===== src/hvte_pkg.sv =====
// Shared item types, character codes and tag pattern helpers for the visible text extractor.
package hvte_pkg;

	// One input item: an HTML byte and its end-of-text mark.
	typedef struct packed {
		logic [7:0] in_byte;
		logic       final_byte;
	} in_item_t;

	// One result item: a visible character, its valid bit and the end-of-text mark.
	typedef struct packed {
		logic [7:0] out_char;
		logic       char_valid;
		logic       end_of_text;
	} out_item_t;

	// Number of leading window bytes that the tag patterns can reach.
	localparam int PAT_BYTES = 8;

	// Tag patterns, first character in the most significant used byte.
	localparam logic [63:0] PAT_SCRIPT_OPEN  = 64'("<script");
	localparam int          PAT_SCRIPT_OPEN_LEN  = 7;
	localparam logic [63:0] PAT_SCRIPT_CLOSE = 64'("</script");
	localparam int          PAT_SCRIPT_CLOSE_LEN = 8;
	localparam logic [63:0] PAT_STYLE_OPEN   = 64'("<style");
	localparam int          PAT_STYLE_OPEN_LEN   = 6;
	localparam logic [63:0] PAT_STYLE_CLOSE  = 64'("</style");
	localparam int          PAT_STYLE_CLOSE_LEN  = 7;

	// Character codes.
	localparam logic [7:0] CH_NUL   = 8'h00;
	localparam logic [7:0] CH_TAB   = 8'h09;
	localparam logic [7:0] CH_LF    = 8'h0A;
	localparam logic [7:0] CH_CR    = 8'h0D;
	localparam logic [7:0] CH_SPACE = 8'h20;
	localparam logic [7:0] CH_LT    = 8'h3C;
	localparam logic [7:0] CH_GT    = 8'h3E;
	localparam logic [7:0] CH_UPPER_A = 8'h41;
	localparam logic [7:0] CH_UPPER_Z = 8'h5A;
	localparam logic [7:0] CASE_OFFSET = 8'h20;

	// Reset value of the character limit.
	localparam logic [15:0] MAX_CHARS_RESET = 16'd2047;

	// Folds ASCII upper case letters to lower case.
	function automatic logic [7:0] lower_ascii(input logic [7:0] c);
		return (c >= CH_UPPER_A && c <= CH_UPPER_Z) ? c + CASE_OFFSET : c;
	endfunction

	// Compares the first len window bytes (byte k at bits 8k) with a pattern.
	function automatic logic pat_hit(input logic [63:0] w8, input logic [63:0] pat,
			input int len);
		logic hit;
		hit = 1'b1;
		for (int k = 0; k < PAT_BYTES; k++) begin
			if (k < len) begin
				if (lower_ascii(w8[8*k +: 8]) != pat[8*(len-1-k) +: 8]) begin
					hit = 1'b0;
				end
			end
		end
		return hit;
	endfunction

endpackage


===== src/html_visible_text_extractor.sv =====
// Visible text extractor: strips tags, script and style sections from an HTML byte stream.
//
// Usage: HTML bytes enter on the byte channel (byte_valid/byte_ready/byte_item), one item per
// byte. Visible characters leave on the text channel (text_valid/text_ready/text_item).
// The character limit is written on the cfg channel (cfg_valid/cfg_ready/cfg_data), which is
// always ready; write it only while the block is idle.
// Bytes pass an input register, then a lookahead window of LOOKAHEAD bytes; a byte is judged
// when it leaves the window, so characters appear LOOKAHEAD-1 items after their byte.
// Throughput is one byte per cycle while the result register is free and no flush is running:
// the pattern compare and the judge of the oldest window byte sit in one stage between the
// input register and the result register. A zero byte or a set final_byte ends the text.
// The window is then flushed one byte per cycle while the result register is free, through
// the same judge logic, and no further item is processed meanwhile. The last result of a
// text carries end_of_text; a text with no visible character yields one empty result with
// end_of_text. An item that causes a result directly goes from the input register straight
// into the result register. When a result waits and text_ready is low, the result register
// holds and the pipeline stalls; one more item can still be taken into the input register.
// Reset clears the window, all text state and sets the character limit to 2047.
module html_visible_text_extractor
	import hvte_pkg::*;
#(
	parameter int LOOKAHEAD = 8
) (
	input  logic        clk,
	input  logic        arst_n,
	input  logic        byte_valid,
	output logic        byte_ready,
	input  in_item_t    byte_item,
	output logic        text_valid,
	input  logic        text_ready,
	output out_item_t   text_item,
	input  logic        cfg_valid,
	output logic        cfg_ready,
	input  logic [15:0] cfg_data
);

	localparam int FW = $clog2(LOOKAHEAD + 1);

	// Registers.
	logic            vld_s1;
	in_item_t        item_s1;
	logic [7:0]      win_q [LOOKAHEAD];
	logic [FW-1:0]   fill_q;
	logic            in_tag_q;
	logic            skip_script_q;
	logic            skip_style_q;
	logic            last_space_q;
	logic [15:0]     count_q;
	logic            stopped_q;
	logic [15:0]     max_chars_q;
	logic            flushing_q;
	logic            pend_valid_q;
	logic [7:0]      pend_q;
	logic            out_valid_q;
	out_item_t       out_q;

	// Combinational signals.
	logic            out_free;
	logic            take_s1;
	logic            ending;
	logic            app;
	logic [FW-1:0]   fa;
	logic [7:0]      wa [LOOKAHEAD];
	logic [7:0]      jw [LOOKAHEAD];
	logic [7:0]      ws [LOOKAHEAD];
	logic [FW-1:0]   jf;
	logic [63:0]     jw8;
	logic            norm_judge;
	logic            flush_judge;
	logic            flush_end;
	logic            j_emit;
	logic [7:0]      j_char;
	logic            j_in_tag;
	logic            j_skip_script;
	logic            j_skip_style;
	logic            j_last_space;
	logic [15:0]     j_count;
	logic            j_stopped;
	logic            push;
	out_item_t       push_item;

	// Handshake and step control.
	assign out_free   = !out_valid_q || text_ready;
	assign take_s1    = vld_s1 && !flushing_q && out_free;
	assign byte_ready = !vld_s1 || take_s1;
	assign cfg_ready  = 1'b1;
	assign text_valid = out_valid_q;
	assign text_item  = out_q;

	// Append the held byte to the window and choose which window the judge looks at.
	always_comb begin
		ending      = (item_s1.in_byte == CH_NUL) || item_s1.final_byte;
		app         = take_s1 && (item_s1.in_byte != CH_NUL) && !stopped_q;
		fa          = fill_q + FW'(app);
		for (int i = 0; i < LOOKAHEAD; i++) begin
			wa[i] = (app && fill_q == FW'(i)) ? item_s1.in_byte : win_q[i];
		end
		norm_judge  = take_s1 && !ending && app && (fa == FW'(LOOKAHEAD));
		flush_judge = flushing_q && out_free && (fill_q != '0);
		flush_end   = flushing_q && out_free && (fill_q == '0);
		for (int i = 0; i < LOOKAHEAD; i++) begin
			jw[i] = flushing_q ? win_q[i] : wa[i];
		end
		jf = flushing_q ? fill_q : fa;
		for (int i = 0; i < LOOKAHEAD - 1; i++) begin
			ws[i] = jw[i+1];
		end
		ws[LOOKAHEAD-1] = CH_NUL;
		for (int k = 0; k < PAT_BYTES; k++) begin
			jw8[8*k +: 8] = jw[k];
		end
	end

	// Judge the oldest window byte.
	always_comb begin
		logic [7:0] c;
		logic       hidden;
		logic       m_so;
		logic       m_sc;
		logic       m_yo;
		logic       m_yc;
		j_emit        = 1'b0;
		j_char        = CH_NUL;
		j_in_tag      = in_tag_q;
		j_skip_script = skip_script_q;
		j_skip_style  = skip_style_q;
		j_last_space  = last_space_q;
		j_count       = count_q;
		j_stopped     = stopped_q;
		c      = jw[0];
		hidden = in_tag_q || skip_script_q || skip_style_q;
		m_so   = (jf >= FW'(PAT_SCRIPT_OPEN_LEN))
			&& pat_hit(jw8, PAT_SCRIPT_OPEN, PAT_SCRIPT_OPEN_LEN);
		m_sc   = (jf >= FW'(PAT_SCRIPT_CLOSE_LEN))
			&& pat_hit(jw8, PAT_SCRIPT_CLOSE, PAT_SCRIPT_CLOSE_LEN);
		m_yo   = (jf >= FW'(PAT_STYLE_OPEN_LEN))
			&& pat_hit(jw8, PAT_STYLE_OPEN, PAT_STYLE_OPEN_LEN);
		m_yc   = (jf >= FW'(PAT_STYLE_CLOSE_LEN))
			&& pat_hit(jw8, PAT_STYLE_CLOSE, PAT_STYLE_CLOSE_LEN);
		if (c == CH_CR || c == CH_LF || c == CH_TAB) begin
			c = CH_SPACE;
		end
		priority if (stopped_q || count_q >= max_chars_q) begin
			j_stopped = 1'b1;
		end else if (m_so) begin
			j_skip_script = 1'b1;
			j_in_tag      = 1'b1;
		end else if (m_sc) begin
			j_skip_script = 1'b0;
			j_in_tag      = 1'b1;
		end else if (m_yo) begin
			j_skip_style = 1'b1;
			j_in_tag     = 1'b1;
		end else if (m_yc) begin
			j_skip_style = 1'b0;
			j_in_tag     = 1'b1;
		end else if (jw[0] == CH_LT) begin
			j_in_tag = 1'b1;
			if (!last_space_q) begin
				j_last_space = 1'b1;
				j_emit       = 1'b1;
				j_char       = CH_SPACE;
			end
		end else if (jw[0] == CH_GT) begin
			j_in_tag = 1'b0;
		end else if (hidden || c < CH_SPACE) begin
			// Hidden text and control bytes are dropped.
		end else if (c == CH_SPACE) begin
			if (!last_space_q) begin
				j_last_space = 1'b1;
				j_emit       = 1'b1;
				j_char       = CH_SPACE;
			end
		end else begin
			j_last_space = 1'b0;
			j_emit       = 1'b1;
			j_char       = c;
		end
		// Count the character and stop at the limit.
		if (j_emit) begin
			j_count = count_q + 16'd1;
			if (j_count >= max_chars_q) begin
				j_stopped = 1'b1;
			end
		end
	end

	// Choose the result that enters the result register.
	always_comb begin
		push      = 1'b0;
		push_item = '{out_char: CH_NUL, char_valid: 1'b0, end_of_text: 1'b0};
		priority if (norm_judge && j_emit) begin
			push      = 1'b1;
			push_item = '{out_char: j_char, char_valid: 1'b1, end_of_text: 1'b0};
		end else if (flush_judge && j_emit && pend_valid_q) begin
			push      = 1'b1;
			push_item = '{out_char: pend_q, char_valid: 1'b1, end_of_text: 1'b0};
		end else if (flush_end) begin
			push      = 1'b1;
			push_item = pend_valid_q
				? '{out_char: pend_q, char_valid: 1'b1, end_of_text: 1'b1}
				: '{out_char: CH_NUL, char_valid: 1'b0, end_of_text: 1'b1};
		end else begin
			push = 1'b0;
		end
	end

	// Control state and text state.
	always_ff @(posedge clk or negedge arst_n) begin
		if (!arst_n) begin
			vld_s1        <= 1'b0;
			fill_q        <= '0;
			in_tag_q      <= 1'b0;
			skip_script_q <= 1'b0;
			skip_style_q  <= 1'b0;
			last_space_q  <= 1'b1;
			count_q       <= '0;
			stopped_q     <= 1'b0;
			max_chars_q   <= MAX_CHARS_RESET;
			flushing_q    <= 1'b0;
			pend_valid_q  <= 1'b0;
			out_valid_q   <= 1'b0;
		end else begin
			if (cfg_valid) begin
				max_chars_q <= cfg_data;
			end
			if (byte_valid && byte_ready) begin
				vld_s1 <= 1'b1;
			end else if (take_s1) begin
				vld_s1 <= 1'b0;
			end
			// Judge results update the text state.
			if (norm_judge || flush_judge) begin
				in_tag_q      <= j_in_tag;
				skip_script_q <= j_skip_script;
				skip_style_q  <= j_skip_style;
				last_space_q  <= j_last_space;
				count_q       <= j_count;
				stopped_q     <= j_stopped;
			end
			if (take_s1) begin
				if (ending) begin
					fill_q     <= fa;
					flushing_q <= 1'b1;
				end else if (norm_judge) begin
					fill_q <= FW'(LOOKAHEAD - 1);
				end else begin
					fill_q <= fa;
				end
			end
			if (flush_judge) begin
				fill_q <= fill_q - FW'(1);
				if (j_emit) begin
					pend_valid_q <= 1'b1;
				end
			end
			// End of text returns the text state to its reset value.
			if (flush_end) begin
				fill_q        <= '0;
				in_tag_q      <= 1'b0;
				skip_script_q <= 1'b0;
				skip_style_q  <= 1'b0;
				last_space_q  <= 1'b1;
				count_q       <= '0;
				stopped_q     <= 1'b0;
				flushing_q    <= 1'b0;
				pend_valid_q  <= 1'b0;
			end
			if (out_free) begin
				out_valid_q <= push;
			end
		end
	end

	// Payload registers.
	always_ff @(posedge clk) begin
		if (byte_valid && byte_ready) begin
			item_s1 <= byte_item;
		end
		if (take_s1) begin
			for (int i = 0; i < LOOKAHEAD; i++) begin
				win_q[i] <= norm_judge ? ws[i] : wa[i];
			end
		end
		if (flush_judge) begin
			win_q <= ws;
			if (j_emit) begin
				pend_q <= j_char;
			end
		end
		if (out_free && push) begin
			out_q <= push_item;
		end
	end

	// A held character only exists while the window is being flushed.
	assert property (@(posedge clk) disable iff (!arst_n)
		pend_valid_q |-> flushing_q)
		else $error("held character outside a flush");

	// Outside a flush the window never stays full.
	assert property (@(posedge clk) disable iff (!arst_n)
		!flushing_q |-> fill_q < FW'(LOOKAHEAD))
		else $error("window full outside a flush");

	// The end of a flush always delivers the end-of-text result.
	assert property (@(posedge clk) disable iff (!arst_n)
		$fell(flushing_q) |-> (text_valid && text_item.end_of_text))
		else $error("flush ended without an end-of-text result");

	// An empty result is only ever the end-of-text marker.
	assert property (@(posedge clk) disable iff (!arst_n)
		(text_valid && !text_item.char_valid) |-> text_item.end_of_text)
		else $error("empty result without end of text");

endmodule

===== config.mk =====
export PLATFORM = sky130hd
export DESIGN_NAME = html_visible_text_extractor
export DESIGN_NICKNAME = d
export VERILOG_FILES = /design/src/hvte_pkg.sv /design/src/html_visible_text_extractor.sv
export SDC_FILE = /design/constraint.sdc
export NUM_CORES = 1
export LEC_CHECK = 0
export ABC_AREA = 1
export BUFFER_PORTS_ARGS = -buffer_cell sky130_fd_sc_hd__clkbuf_2
export CAP_MARGIN = 20
export CORE_MARGIN = 2
export CORE_UTILIZATION = 45
export DETAILED_ROUTE_END_ITERATION = 10
export MAX_ROUTING_LAYER = met4
export PLACE_DENSITY = 0.67
export SLEW_MARGIN = 10
export SYNTH_ARGS = -nofsm -noshare
export SYNTH_HDL_FRONTEND = slang
export SYNTH_SLANG_ARGS = --single-unit

===== constraint.sdc =====
create_clock -name clk -period 11.21 [get_ports clk]
set_clock_uncertainty 0.15 [all_clocks]
set_input_delay 0.5605 -clock clk [delete_from_list [all_inputs] [get_ports clk]]
set_output_delay 0.5605 -clock clk [all_outputs]
set_load 0.05 [all_outputs]

==> flow_summary.ini <==
[cts]
cts_root_buf = clkbuf_16
hold_buffers = 0
cts.sinks = 136
clkSlewWorstSetupHoldPaths_ns = 0.07
cts.repair.resized = 0
postCtsSetupBuffers = 0
clock_path_buffers = 2
htree_levels = 4
cts_buffers = 17
cts_tree = done
worstSkewPairLatency_ns = 0.44

[timing]
setup_violations = 0
tightest_slew_ns = 0.899
hold_viol_final = 0
final.setup.tns_ns = 0
fmax_mhz = 217
fin_crit_sh = 0.411
fin_crit_ns = 4.61
slew_headroom = 0.401
rsz0062_at_grt = no
whs_ns = 0.0645
slew_violations = 0

[global_route]
antenna_found_initial = 0
gr-usage-all-layers = 0.250
grt_pass1_wl_um = 42900
grt_pass1_vias = 8070
grt_max_degree = 97
gr-total-overflow = 0

[logic_synthesis]
ys_warn_count = 0
ys_ff_latch = 136
seq_area_frac_synth = 0.389
synthDistinctLibCells = 49
synth_nets = 1390
async_flop_share = 0.331
syn_area_per_cell_um2 = 7.42
synthCells = 1314
synth-main-ff-cell = edfxtp_1
syn_area_um2 = 9750
synth_edf_count = 83

[setup_path]
endpoint_kind = flip-flop
critical_path_required_ns = 11.13
worst_ep_arrival_time_ns = 4.53
start_kind = flip-flop
critPathSlowestCell = edfxtp_1
worstRegToRegCells = 23
critPathLaunch = item_s1[2]
path_common_cell = nor2_1
critPathMaxStageDelay_ns = 0.74
worstReg2RegStart = item_s1[2]
path_delay_family = simple AND/OR/NAND/NOR gates
rrSetupSlack_ns = 6.60
criticalPathCategory = flip-flop to flip-flop
r2r_end = text_item[7]
crit_fanout = 47
crit_path_cell_trace = nor2_4 > nand2_2 > nor2_4 > nor2_4 > buf_4 > nand2_1 > o21ai_1 > ha_1 > inv_1 > nor2_1 > nor2_1 > nor2_1 > nand3_1 > nor2_1 > nand2_1 > inv_1 > nand2_1 > nor2_1 > nand3_1 > nand3_1 > nor2_1 > nand3_1 > nand3_1
path_buf_inv = 3

[route]
routed_wl_um = 26700
drc = 0
wl_per_cell_um = 16.4
drtIter0Drc = 852
ant_nets = 0
dr.pass1.iters = 6
vias = 8816
drt-vias-per-instance = 5.43

[floorplan]
die_w_um = 151
std_cell_rows = 53
die_area_um2 = 22900
core-area_um2 = 21200
die_y_um = 151
start_util = 0.461
boundaryPins = 43

[pwr]
ir_worst_vdd_v = 0.000184
pwr_density_cell_nw_per_um2 = 304
power.total_mw = 3.24
leakage_nw = 5.04

[cells_and_area]
final_nets = 1412
synthToLayoutAreaGrowth_pct = 9.35
num_antenna_cells = 0
drive_gt1_frac = 0.136

[placed_design]
gp_congestion = 1.00
dp_hpwl_um = 19500
io_buffers = 41

[hold_path]
hp-class = input port to asynchronous set/reset pin

[outcome]
outcome = complete, no violations

[run]
cap_violations = 0
[per-layer routing]
| layer | wire length, µm | share of wire | GRT usage | up-vias |
|---|---|---|---|---|
| met2 | 11600 | 0.44 | 0.360 | 340 |
| met4 | 687 | 0.026 | 0.0888 | 0 |
| met5 | 0 | 0 | - | - |
| met3 | 2010 | 0.075 | 0.0434 | 58 |
| met1 | 12300 | 0.46 | 0.353 | 4007 |
| li1 | - | - | - | 4411 |
[cell usage after synthesis, drive strengths merged (6+ instances only)]
cell type / instances / area share
nand3: 135 / 0.076
dfxtp: 8 / 0.016
nand2: 345 / 0.14
ha: 46 / 0.059
nand3b: 6 / 0.0046
dfstp: 12 / 0.032
clkbuf: 25 / 0.0096
nor2: 134 / 0.063
nor3: 22 / 0.012
nor4: 6 / 0.0038
xor2: 16 / 0.014
inv: 170 / 0.065
dfrtp: 33 / 0.085
buf: 20 / 0.018
nand4: 20 / 0.013
a21oi: 80 / 0.041
edfxtp: 83 / 0.26
o21ai: 129 / 0.069
[flip-flops by register name, indices dropped and copies added, names as in the netlist]
signal	count
in_tag_q	1
item_s1	9
pend_valid_q	1
flushing_q	1
pend_q	8
max_chars_q	16
skip_style_q	1
win_q	64
count_q	16
text_item	10
stopped_q	1
text_valid	1
last_space_q	1
fill_q	4
skip_script_q	1
vld_s1	1
[where the power goes]
group          internal [mW]  total [mW]  switching [mW]
clock                  0.319       0.559           0.240
sequential             0.844       0.951           0.107
combinational          0.451        1.73            1.28
[through the flow]
step           setup WS (ns)  std cells   util  cell area, µm²
5_1_grt                 6.06       1624  0.504           10700
4_1_cts                 6.61       1623  0.504           10700
2_1_floorplan           7.22       1314      -            9750
3_5_place_dp            6.52       1591  0.477           10100
6_report                6.60       1624  0.504           10700
3_3_place_gp            6.54       1591  0.477           10100
[worst max path at each step]
stage	cells past startpoint	end
5_1_grt	22	text_item[5]
3_3_place_gp	18	fill_q[0]
3_5_place_dp	24	text_item[6]
4_1_cts	23	text_item[5]
6_report	23	text_item[7]
2_1_floorplan	11	win_q[53]
[layout by cell type, fill, tap and decap left out, types with 7 or more instances in the layout]
master     count
nor2_4        12
o21ai_0       96
dfstp_2       12
a21oi_1       79
buf_4          7
nor3_1        21
edfxtp_1      83
nand3_1      126
xor2_1        16
inv_1        154
inv_2         15
nor2_1       110
ha_1          46
dfxtp_1        8
o21ai_2        7
nor2_2        12
clkbuf_16     17
nand2_1      314
nand4_1       20
o21ai_1       26
nand2_2       27
clkbuf_2      42
dfrtp_1       33
[layout make-up]
type	instances	area, µm²
fill	2065	10500
multi-input combinational	962	5050
sequential	136	3790
inverter	171	643
clock buffer	19	444
tap	275	344
timing repair buffer	48	258
clock inverter	13	130
[cell families (layout without fill, tap and decap cells)]
family,count (synthesis),in the layout,synth area share
compound gates,228,228,0.125
xor+xnor,16,16,0.0144
buf+inv,216,251,0.0938
mux,1,1,0.00115
fa+ha+maj,46,46,0.0590
flops,136,136,0.389
simple gates,670,670,0.317
other cells,1,1,0.000384
No activity file was read; power rests on OpenSTA's default activity.
